`config.mk`:
```
export PLATFORM = sky130hd
export DESIGN_NAME = radio_frame_builder_with_sum_checksum
export DESIGN_NICKNAME = d
export VERILOG_FILES = /design/src/hw/rtl/rfb_pkg.sv /design/src/hw/rtl/rfb_front.sv /design/src/hw/rtl/rfb_cmd_queue.sv /design/src/hw/rtl/rfb_back.sv /design/src/hw/rtl/radio_frame_builder_with_sum_checksum.sv
export SDC_FILE = /design/constraint.sdc
export NUM_CORES = 1
export LEC_CHECK = 0
export ABC_AREA = 1
export BUFFER_PORTS_ARGS = -buffer_cell sky130_fd_sc_hd__clkbuf_2
export CORE_ASPECT_RATIO = 2
export CORE_MARGIN = 2
export CORE_UTILIZATION = 50
export CTS_BUF_LIST = sky130_fd_sc_hd__clkbuf_16
export DETAILED_ROUTE_END_ITERATION = 8
export PLACE_DENSITY = 0.76
export SYNTH_ARGS = -nofsm -noshare
export SYNTH_HDL_FRONTEND = slang
export SYNTH_HIERARCHICAL = 1
export SYNTH_SLANG_ARGS = --single-unit
```
`constraint.sdc`:
```
create_clock -name clock -period 6.4 [get_ports clock]
set_input_delay 0.32 -clock clock [delete_from_list [all_inputs] [get_ports clock]]
set_output_delay 0.32 -clock clock [all_outputs]
set_load 0.02 [all_outputs]
```
`src/hw/rtl/rfb_pkg.sv`:
```
package rfb_pkg;

   localparam logic [7:0] START_BYTE = 8'hAA;
   localparam logic [7:0] TERM_BYTE  = 8'h0D;

   localparam int CSR_COUNT   = 3;
   localparam int CSR_INDEX_W = $clog2(CSR_COUNT + 1);
   localparam int CSR_DATA_W  = 8;

   localparam logic [CSR_INDEX_W-1:0] CSR_ADDR_HIGH = CSR_INDEX_W'(0);
   localparam logic [CSR_INDEX_W-1:0] CSR_ADDR_LOW  = CSR_INDEX_W'(1);
   localparam logic [CSR_INDEX_W-1:0] CSR_CHANNEL   = CSR_INDEX_W'(2);

   localparam int QUEUE_DEPTH = 4;
   localparam int QUEUE_PTR_W = $clog2(QUEUE_DEPTH);
   localparam int QUEUE_CNT_W = $clog2(QUEUE_DEPTH + 1);

   typedef struct packed {
      logic [7:0] payload_byte;
      logic       is_last;
   } req_type;

   typedef struct packed {
      logic [7:0] frame_byte;
      logic       frame_end;
   } rsp_type;

   typedef struct packed {
      logic [7:0] addr_high;
      logic [7:0] addr_low;
      logic [7:0] channel;
   } cfg_type;

   // one classified request on its way to the back end
   typedef struct packed {
      logic       first;
      logic       last;
      logic [7:0] data;
      logic [7:0] sum;
   } cmd_type;

endpackage

```
`src/hw/rtl/rfb_front.sv`:
```
module rfb_front (
   input  logic            clock,
   input  logic            reset,
   input  logic            req_push,
   input  rfb_pkg::req_type req_data,
   input  logic            queue_full,
   output logic            cmd_push,
   output rfb_pkg::cmd_type cmd_data
);

   logic       inside_ff, inside_in;
   logic [7:0] sum_ff, sum_in;
   logic [7:0] sum_base;

   assign cmd_push = req_push && !queue_full;
   assign sum_base = inside_ff ? sum_ff : rfb_pkg::START_BYTE;

   always_comb begin
      cmd_data.first = !inside_ff;
      cmd_data.last  = req_data.is_last;
      cmd_data.data  = req_data.payload_byte;
      cmd_data.sum   = sum_base + req_data.payload_byte;
      inside_in      = inside_ff;
      sum_in         = sum_ff;
      if (cmd_push) begin
         inside_in = !req_data.is_last;
         sum_in    = req_data.is_last ? 8'h00 : cmd_data.sum;
      end
   end

   always_ff @(posedge clock) begin
      if (reset) begin
         inside_ff <= 1'b0;
         sum_ff    <= 8'h00;
      end else begin
         inside_ff <= inside_in;
         sum_ff    <= sum_in;
      end
   end

   a_last_closes: assert property (@(posedge clock) disable iff (reset)
      cmd_push && req_data.is_last |=> !inside_ff && sum_ff == 8'h00)
      else $error("frame not closed after last byte");
   a_first_sum: assert property (@(posedge clock) disable iff (reset)
      cmd_push && !inside_ff |-> cmd_data.sum == rfb_pkg::START_BYTE + req_data.payload_byte)
      else $error("checksum not seeded with start byte");
   a_no_push_full: assert property (@(posedge clock) disable iff (reset)
      queue_full |-> !cmd_push)
      else $error("push into full queue");

endmodule

```
`src/hw/rtl/rfb_cmd_queue.sv`:
```
module rfb_cmd_queue (
   input  logic            clock,
   input  logic            reset,
   input  logic            push,
   input  rfb_pkg::cmd_type push_data,
   output logic            full,
   input  logic            pop,
   output logic            valid,
   output rfb_pkg::cmd_type head
);

   rfb_pkg::cmd_type mem_ff [rfb_pkg::QUEUE_DEPTH];

   logic [rfb_pkg::QUEUE_PTR_W-1:0] wr_ptr_ff, wr_ptr_in;
   logic [rfb_pkg::QUEUE_PTR_W-1:0] rd_ptr_ff, rd_ptr_in;
   logic [rfb_pkg::QUEUE_CNT_W-1:0] count_ff, count_in;
   logic                            do_pop;

   assign full   = count_ff == rfb_pkg::QUEUE_CNT_W'(rfb_pkg::QUEUE_DEPTH);
   assign valid  = count_ff != '0;
   assign head   = mem_ff[rd_ptr_ff];
   assign do_pop = pop && valid;

   always_comb begin
      wr_ptr_in = push ? wr_ptr_ff + 1'b1 : wr_ptr_ff;
      rd_ptr_in = do_pop ? rd_ptr_ff + 1'b1 : rd_ptr_ff;
      count_in  = count_ff;
      if (push && !do_pop) begin
         count_in = count_ff + 1'b1;
      end else if (do_pop && !push) begin
         count_in = count_ff - 1'b1;
      end
   end

   always_ff @(posedge clock) begin
      if (reset) begin
         wr_ptr_ff <= '0;
         rd_ptr_ff <= '0;
         count_ff  <= '0;
      end else begin
         wr_ptr_ff <= wr_ptr_in;
         rd_ptr_ff <= rd_ptr_in;
         count_ff  <= count_in;
      end
   end

   always_ff @(posedge clock) begin
      if (push) begin
         mem_ff[wr_ptr_ff] <= push_data;
      end
   end

   a_count_range: assert property (@(posedge clock) disable iff (reset)
      count_ff <= rfb_pkg::QUEUE_CNT_W'(rfb_pkg::QUEUE_DEPTH))
      else $error("queue count overflow");
   a_ptr_gap: assert property (@(posedge clock) disable iff (reset)
      rfb_pkg::QUEUE_PTR_W'(wr_ptr_ff - rd_ptr_ff) == rfb_pkg::QUEUE_PTR_W'(count_ff))
      else $error("queue pointers disagree with count");
   a_pop_valid: assert property (@(posedge clock) disable iff (reset)
      pop |-> valid)
      else $error("pop from empty queue");

endmodule

```
`src/hw/rtl/rfb_back.sv`:
```
module rfb_back (
   input  logic            clock,
   input  logic            reset,
   input  rfb_pkg::cfg_type cfg,
   input  logic            q_valid,
   input  rfb_pkg::cmd_type q_head,
   output logic            q_pop,
   output logic            rsp_empty,
   input  logic            rsp_pop,
   output rfb_pkg::rsp_type rsp_data
);

   typedef enum logic [2:0] {
      PH_ADDR_HIGH,
      PH_ADDR_LOW,
      PH_CHANNEL,
      PH_START,
      PH_DATA,
      PH_SUM,
      PH_TERM
   } phase_type;

   phase_type        phase_ff, phase_in, cur_phase, next_phase;
   logic             busy_ff, busy_in;
   logic             out_valid_ff, out_valid_in;
   rfb_pkg::rsp_type out_ff, out_in;
   rfb_pkg::rsp_type emit;
   logic             out_free, fire, done;

   assign out_free  = !out_valid_ff || rsp_pop;
   assign fire      = q_valid && out_free;
   assign rsp_empty = !out_valid_ff;
   assign rsp_data  = out_ff;

   always_comb begin
      if (busy_ff) begin
         cur_phase = phase_ff;
      end else begin
         cur_phase = q_head.first ? PH_ADDR_HIGH : PH_DATA;
      end

      emit.frame_end = 1'b0;
      next_phase     = PH_DATA;
      case (cur_phase)
         PH_ADDR_HIGH: begin
            emit.frame_byte = cfg.addr_high;
            next_phase      = PH_ADDR_LOW;
         end
         PH_ADDR_LOW: begin
            emit.frame_byte = cfg.addr_low;
            next_phase      = PH_CHANNEL;
         end
         PH_CHANNEL: begin
            emit.frame_byte = cfg.channel;
            next_phase      = PH_START;
         end
         PH_START: begin
            emit.frame_byte = rfb_pkg::START_BYTE;
            next_phase      = PH_DATA;
         end
         PH_DATA: begin
            emit.frame_byte = q_head.data;
            next_phase      = PH_SUM;
         end
         PH_SUM: begin
            emit.frame_byte = q_head.sum;
            next_phase      = PH_TERM;
         end
         PH_TERM: begin
            emit.frame_byte = rfb_pkg::TERM_BYTE;
            emit.frame_end  = 1'b1;
            next_phase      = PH_DATA;
         end
         default: begin
            emit.frame_byte = 8'h00;
         end
      endcase

      done  = (cur_phase == PH_DATA && !q_head.last) || cur_phase == PH_TERM;
      q_pop = fire && done;

      busy_in      = busy_ff;
      phase_in     = phase_ff;
      out_valid_in = out_valid_ff;
      out_in       = out_ff;
      if (fire) begin
         busy_in      = !done;
         phase_in     = next_phase;
         out_valid_in = 1'b1;
         out_in       = emit;
      end else if (rsp_pop) begin
         out_valid_in = 1'b0;
      end
   end

   always_ff @(posedge clock) begin
      if (reset) begin
         busy_ff      <= 1'b0;
         phase_ff     <= PH_DATA;
         out_valid_ff <= 1'b0;
      end else begin
         busy_ff      <= busy_in;
         phase_ff     <= phase_in;
         out_valid_ff <= out_valid_in;
      end
      out_ff <= out_in;
   end

   a_busy_has_head: assert property (@(posedge clock) disable iff (reset)
      busy_ff |-> q_valid)
      else $error("sequencer busy without queued request");
   a_end_is_term: assert property (@(posedge clock) disable iff (reset)
      out_valid_ff && out_ff.frame_end |-> out_ff.frame_byte == rfb_pkg::TERM_BYTE)
      else $error("frame end on wrong byte");
   a_term_closes: assert property (@(posedge clock) disable iff (reset)
      fire && cur_phase == PH_TERM |=> !busy_ff)
      else $error("sequencer not released after terminator");

endmodule

```
`src/hw/rtl/radio_frame_builder_with_sum_checksum.sv`:
```
// Channel   Direction  Handshake           Payload
// req_      in         req_push / req_full  payload_byte, is_last
// rsp_      out        rsp_empty / rsp_pop  frame_byte, frame_end
// csr_      in         csr_we               index 0..2, 8-bit data
//
// Payload bytes inside a frame go in and out at one per cycle unless rsp_pop
// stalls; the byte sequencer in the back end adds four header bytes before a
// frame's first byte and two trailer bytes after its last. A 4-entry command
// queue sits between front and back. Synchronous reset clears frame state,
// queue and registers. A stalled rsp_pop holds the output register; the queue
// then fills and raises req_full.
module radio_frame_builder_with_sum_checksum (
   input  logic                                clock,
   input  logic                                reset,
   input  logic                                req_push,
   output logic                                req_full,
   input  rfb_pkg::req_type                    req_data,
   output logic                                rsp_empty,
   input  logic                                rsp_pop,
   output rfb_pkg::rsp_type                    rsp_data,
   input  logic                                csr_we,
   input  logic [rfb_pkg::CSR_INDEX_W-1:0]     csr_index,
   input  logic [rfb_pkg::CSR_DATA_W-1:0]      csr_wdata
);

   rfb_pkg::cfg_type cfg_ff, cfg_in;
   rfb_pkg::cmd_type cmd_data, q_head;
   logic             cmd_push, q_valid, q_pop;

   always_comb begin
      cfg_in = cfg_ff;
      if (csr_we) begin
         case (csr_index)
            rfb_pkg::CSR_ADDR_HIGH: cfg_in.addr_high = csr_wdata;
            rfb_pkg::CSR_ADDR_LOW:  cfg_in.addr_low  = csr_wdata;
            rfb_pkg::CSR_CHANNEL:   cfg_in.channel   = csr_wdata;
            default: begin
            end
         endcase
      end
   end

   always_ff @(posedge clock) begin
      if (reset) begin
         cfg_ff <= '0;
      end else begin
         cfg_ff <= cfg_in;
      end
   end

   rfb_front u_front (
      .clock      (clock),
      .reset      (reset),
      .req_push   (req_push),
      .req_data   (req_data),
      .queue_full (req_full),
      .cmd_push   (cmd_push),
      .cmd_data   (cmd_data)
   );

   rfb_cmd_queue u_queue (
      .clock     (clock),
      .reset     (reset),
      .push      (cmd_push),
      .push_data (cmd_data),
      .full      (req_full),
      .pop       (q_pop),
      .valid     (q_valid),
      .head      (q_head)
   );

   rfb_back u_back (
      .clock     (clock),
      .reset     (reset),
      .cfg       (cfg_ff),
      .q_valid   (q_valid),
      .q_head    (q_head),
      .q_pop     (q_pop),
      .rsp_empty (rsp_empty),
      .rsp_pop   (rsp_pop),
      .rsp_data  (rsp_data)
   );

endmodule
```
Yosys cells after proc, flatten, opt, wreduce, memory -nomap -nowiden. Memories as Yosys holds them, arrays and structs flattened. A register that Yosys moved wholly into a read port is not among the register bits. Index checks and enable logic that the tools add are counted.

Bits in registers: 54. Bits in latches: 0. Memory bits (writable): 72. ROM bits: 0. Input bits: 24. Output and inout bits: 11. Word-level logic and storage cells: 68. Memories: 1.

Memory list: u_queue.mem_ff (words 4, width 18, read ports 1, clocked after Yosys merged registers in 1, write ports 1, line rfb_cmd_queue.sv:12) `rfb_pkg::cmd_type mem_ff [rfb_pkg::QUEUE_DEPTH];`.

Add/subtract/negate cells: 5. $mul: 0. Divide/modulo/power cells: 0. Order comparisons: 0. Equality and inequality tests: 9. Shift operators: 0. Mux-type cells: 15. Bitwise operators: 0. Reductions and logical operators: 25.

Operators with widths (count): one-hot mux 8 bit (7 select lines) (1); two-way mux 8 bit (2); one-hot mux 3 bit (5 select lines) (1); equality test 3 bit, second input constant (4); two-way mux 3 bit (4); adder 8 bit (1); zero test 1 bit (8); logical AND 1 bit (7); equality test 3 x 2 -> 1 bit, second input constant (2); AND reduction 2 bit (3); two-way mux 1 bit (5); adder 2 x 1 -> 2 bit, second input constant (2); two-way mux 2 bit (2); nonzero test 2 bit (2); adder 3 x 1 -> 3 bit, second input constant (1); equality test 3 x 1 -> 1 bit, second input constant (1); zero test 3 bit (1); nonzero test 3 bit (1); subtractor 3 x 1 -> 3 bit, second input constant (1); equality test 2 x 1 -> 1 bit, second input constant (1); equality test 2 bit, second input constant (1); zero test 2 bit (1); logical OR 1 bit (2).

Logic depth before layout (Yosys ltp).
Depth in word-level cells: 10. Gate-level depth with buffers: 19. Depth with buffers taken out: 16.

Cells and area by module. The synthesis kept the hierarchy.

Modules (own cells, without submodules): rfb_cmd_queue (instances 1, cells an instance 237, area each 3173.0 um2, sequential area each 2342.2 um2); radio_frame_builder_with_sum_checksum (instances 1, cells an instance 157, area each 1062.3 um2, sequential area each 480.5 um2); rfb_back (instances 1, cells an instance 157, area each 978.4 um2, sequential area each 370.4 um2); rfb_front (instances 1, cells an instance 129, area each 822.0 um2, sequential area each 180.2 um2).

Least setup slack after synthesis. No wires, ideal clock.

Path kind: register -> register. Start point: register with a tool-made name. End point: register u_queue/count_ff[1] (netlist bit). Library setup time: 116 ps. Arrival time: 2471 ps. Required time: 6284 ps. Setup slack: 3813 ps. Cell stages (with the launch flop): 16. Buffers on the path: 3. Period minus slack after synthesis: 2587 ps. Cells stage by stage: dfxtp_1 -> buf_6 -> inv_8 -> buf_6 -> nor2_1 -> o22ai_1 -> o21ai_1 -> buf_2 -> nand3_1 -> a21oi_1 -> nand2_2 -> ha_1 -> inv_1 -> fa_1 -> o21ai_0 -> nor2_1.

RTL lines: to (signal assigned) (line rfb_cmd_queue.sv:43) `count_ff <= count_in;`; to (decl) (line rfb_cmd_queue.sv:16) `logic [rfb_pkg::QUEUE_CNT_W-1:0] count_ff, count_in;`.

==> impl_summary.txt <==
----------------------------------------------------
[Status]
  Result of the run ... completed

[Synthesis]
  Count of yosys warnings during synthesis ... 6
  Cell with the most instances after synthesis ... sky130_fd_sc_hd__nand2_1
  Number of register bits inferred by synthesis ... 128
  Area share of the largest cell type after synthesis ... approximately two fifths
  Number of standard cells after synthesis ... 680
  Primary FF master, synth ... sky130_fd_sc_hd__edfxtp_1
  Distinct cell type count after synthesis ... 34
  Cell taking the most area after synthesis ... sky130_fd_sc_hd__edfxtp_1
  Synthesized area ... between 0.006 and 0.007 mm2
  Part of the Yosys area used for sequential elements ... a little under three fifths
  Mean Syn Cell Area ... 8.88 um2
  Synth top cells by count ... sky130_fd_sc_hd__nand2_1, sky130_fd_sc_hd__nor2_1, sky130_fd_sc_hd__inv_1
  Post-synth EDFFs ... 81
  Synthesized Nets ... 718
  Main area contributors after synthesis ... sky130_fd_sc_hd__edfxtp_1, sky130_fd_sc_hd__dfxtp_1, sky130_fd_sc_hd__nand2_1
  Share of synthesized registers carrying an async set or reset ... 0%

[Detailed routing]
  Count of nets left with antenna violations after detail routing ... 0
  DRT Pass-1 Iters ... 5
  DRC ... 0
  Wire length per cell after detailed routing ... 15.8 um
  Via count ... roughly 4600
  Detailed Route Iter0 Violations ... 252
  Drt total wl ... about 14000 um
  Via density ... 5.38

[Timing]
  Hold Slack ... 0.142 ns
  Setup violators final ... 0
  Final max-slew violation count ... 0
  Fin Clk Skew ... 0.0132 ns
  Relative max-transition margin ... 44.7%
  Worst Tran Pin Value ... ~0.83 ns
  Fin crit period ... 3.76 ns
  Count of endpoints failing hold in the final timing report ... 0
  Share of the clock period used by the worst path ... approximately three fifths
  Setup repair after global routing missed its margin ... no
  Maximum frequency from static timing analysis ... 266 MHz
  Setup Total Neg Slack ... 0 ns

[Worst setup path]
  End of the worst register-to-register path ... u_queue/count_ff[1]
  Critical Path AT ... around 4.1 ns
  Cell Chain, Critical Path ... clkinv_2 > o21ai_0 > o22ai_1 > o21ai_1 > nand3_1 > a21oi_1 > nand2_2 > ha_1 > inv_1 > fa_1 > o21ai_0 > nor2_1
  Kind of capture point of the worst setup path ... register
  Slack of the worst reg-to-reg path ... 2.64 ns
  Crit-path most repeated cell ... sky130_fd_sc_hd__o21ai_0
  Type of element launching the critical path ... register
  Largest fanout on the critical path ... 19
  Worst path required time ... 6.71 ns
  Logic depth of the worst register-to-register path ... 12
  Setup CP Type ... register to register
  Critical Path Sink ... u_queue/count_ff[1]
  Largest stage delay, worst path ... around 0.71 ns
  Critical path's slowest cell ... sky130_fd_sc_hd__dfxtp_1

[Clocking]
  Worst-Skew Late Latency ... roughly 0.42 ns
  Total number of clock tree sinks ... 128
  Postcts setup bufs ... 0
  Hold-fix buffers at CTS ... 0
  H-tree depth reported by CTS ... 4
  Clock edge transition at the registers on the reported setup and hold paths ... about 0.060 ns
  TritonCTS clock tree ... done
  Worst-case clock buffer depth ... 2
  CTS Root Cell ... sky130_fd_sc_hd__clkbuf_16
  CTS Buf Count ... 17
  Post_cts resized ... 0

[Worst hold path]
  Worst min-delay path category ... primary input to register

[Layout]
  Final Net Count ... 741
  Fraction of final layout cells sized beyond drive strength 1 ... between 10% and 20%
  ANT cells ... 0
  Synth-to-layout area growth ... 11.5%

[Job]
  Max-capacitance violation count ... 0

[Floorplanning]
  Die ar. ... 0.0130 mm2
  Die span in y ... 159 um
  Top Ports ... 35
  Standard cell core area ... 0.0118 mm2
  Number of standard-cell rows in the floorplan ... 56
  Initial standard-cell utilization of the core ... 51.3%
  Overall die width ... 81.7 um

[Placed design]
  Placer congestion estimate ... 0.913
  Detailed Place HPWL ... 9500 um
  Number of buffers inserted by port buffering ... 34

[Global route]
  Largest net degree at the start of global routing ... 38
  Vias in the first global route ... 4658
  Aggregate global-route resource usage ... 21.8%
  Antenna violations before repair ... 0
  Global-route wire length before repair ... 21300 um
  Overflow left after global routing ... 0

[Power]
  Cell area power density ... about 400 mW/mm2
  Highest ir drop seen on vdd ... ~0.21 mV
  Static leakage ... 2.96 nW

----------------------------------------------------
worst max-delay path, delay by kind of cell (launching register included):
family | cells | cell delay, ns
compound gates | 5 | 1.43
flops | 1 | 0.71
simple gates | 3 | 0.36
fa+ha+maj | 2 | 0.64
buf+inv | 2 | 0.49
layer usage:
| metal | vias to the layer above | track usage (%) | wire [um] |
|---|---|---|---|
| met5 | - | 0 | 0 |
| met4 | 0 | 13.6 | 677 |
| met3 | 47 | 5.27 | 623 |
| met2 | 167 | 40.6 | 7550 |
| met1 | 2169 | 19.9 | 4770 |
| li1 | 2252 | - | - |
flip-flops by register name (all words and copies together), names as in the netlist, 2 cells and up, named ones only:
signal,flops
u_back/phase_ff,3
u_back/rsp_data,9
cfg_ff,24
u_front/sum_ff,8
u_queue/mem_ff,72
u_queue/wr_ptr_ff,2
u_queue/rd_ptr_ff,2
u_queue/count_ff,3
metrics by stage:
stage	total power [mW]	cell area, um2	util, %	std cells	setup slack, ns
2_1_floorplan	1.59	6040	-	680	3.81
3_3_place_gp	1.72	6150	52.2	829	2.95
3_5_place_dp	1.76	6150	52.2	829	2.70
4_1_cts	2.70	6730	57.2	861	2.67
5_1_grt	2.83	6730	57.2	861	2.31
6_report	2.70	6730	57.2	861	2.64
logic make-up after synthesis:
kind of cell / count (synthesis) / synth area share (%)
simple gates: 320 / 22.4
flops: 128 / 55.9
buf+inv: 120 / 9.78
compound gates: 95 / 8.33
fa+ha+maj: 14 / 3.15
xor+xnor: 3 / 0.435
power by group:
| part | switching [mW] | internal [mW] |
|---|---|---|
| logic | 0.468 | 0.179 |
| clock network | 0.372 | 0.577 |
| registers | 0.0606 | 1.04 |
| total | 0.900 | 1.80 |
worst min-delay path by stage:
stage	slack (ns)	to	from	cells after the start
2_1_floorplan	0.39	u_back/out_valid_ff	reset	1
3_3_place_gp	0.45	u_front/sum_ff[3]	u_front/sum_ff[3]	2
3_5_place_dp	0.46	u_front/sum_ff[5]	u_front/sum_ff[5]	2
4_1_cts	0.14	u_queue/mem_ff[2][15]	req_data[8]	1
5_1_grt	0.15	u_queue/mem_ff[0][12]	req_data[5]	1
6_report	0.14	u_queue/mem_ff[2][15]	req_data[8]	1
layout by cell type (no fill, tap or decap), types with 2 or more instances in the layout:
cell type	count
sky130_fd_sc_hd__nand2_1	135
sky130_fd_sc_hd__nor2_1	118
sky130_fd_sc_hd__inv_1	86
sky130_fd_sc_hd__edfxtp_1	81
sky130_fd_sc_hd__dfxtp_1	47
sky130_fd_sc_hd__nand3_1	46
sky130_fd_sc_hd__clkbuf_2	34
sky130_fd_sc_hd__a21oi_1	29
sky130_fd_sc_hd__o21ai_0	28
sky130_fd_sc_hd__o21ai_1	18
sky130_fd_sc_hd__o22ai_1	18
sky130_fd_sc_hd__clkbuf_16	17
sky130_fd_sc_hd__ha_1	12
sky130_fd_sc_hd__inv_6	5
sky130_fd_sc_hd__and2_1	4
sky130_fd_sc_hd__nor2_4	3
sky130_fd_sc_hd__clkinvlp_4	3
sky130_fd_sc_hd__clkinv_4	3
sky130_fd_sc_hd__inv_2	3
sky130_fd_sc_hd__nand3_4	2
sky130_fd_sc_hd__bufinv_16	2
sky130_fd_sc_hd__nand2_2	2
sky130_fd_sc_hd__o211ai_1	2
sky130_fd_sc_hd__or2_2	2
sky130_fd_sc_hd__or2_0	2
sky130_fd_sc_hd__nand3b_1	2
sky130_fd_sc_hd__xor2_1	2
sky130_fd_sc_hd__fa_1	2
cell type report:
class / instances / area [um2]
multi-input combinational: 432 / 2070
fill: 1014 / 5040
inverter: 89 / 343
clock buffer: 17 / 425
timing repair buffer: 35 / 178
clock inverter: 15 / 160
tap: 145 / 181
sequential: 128 / 3370
Note: power is estimated with default switching activity, not from simulation.
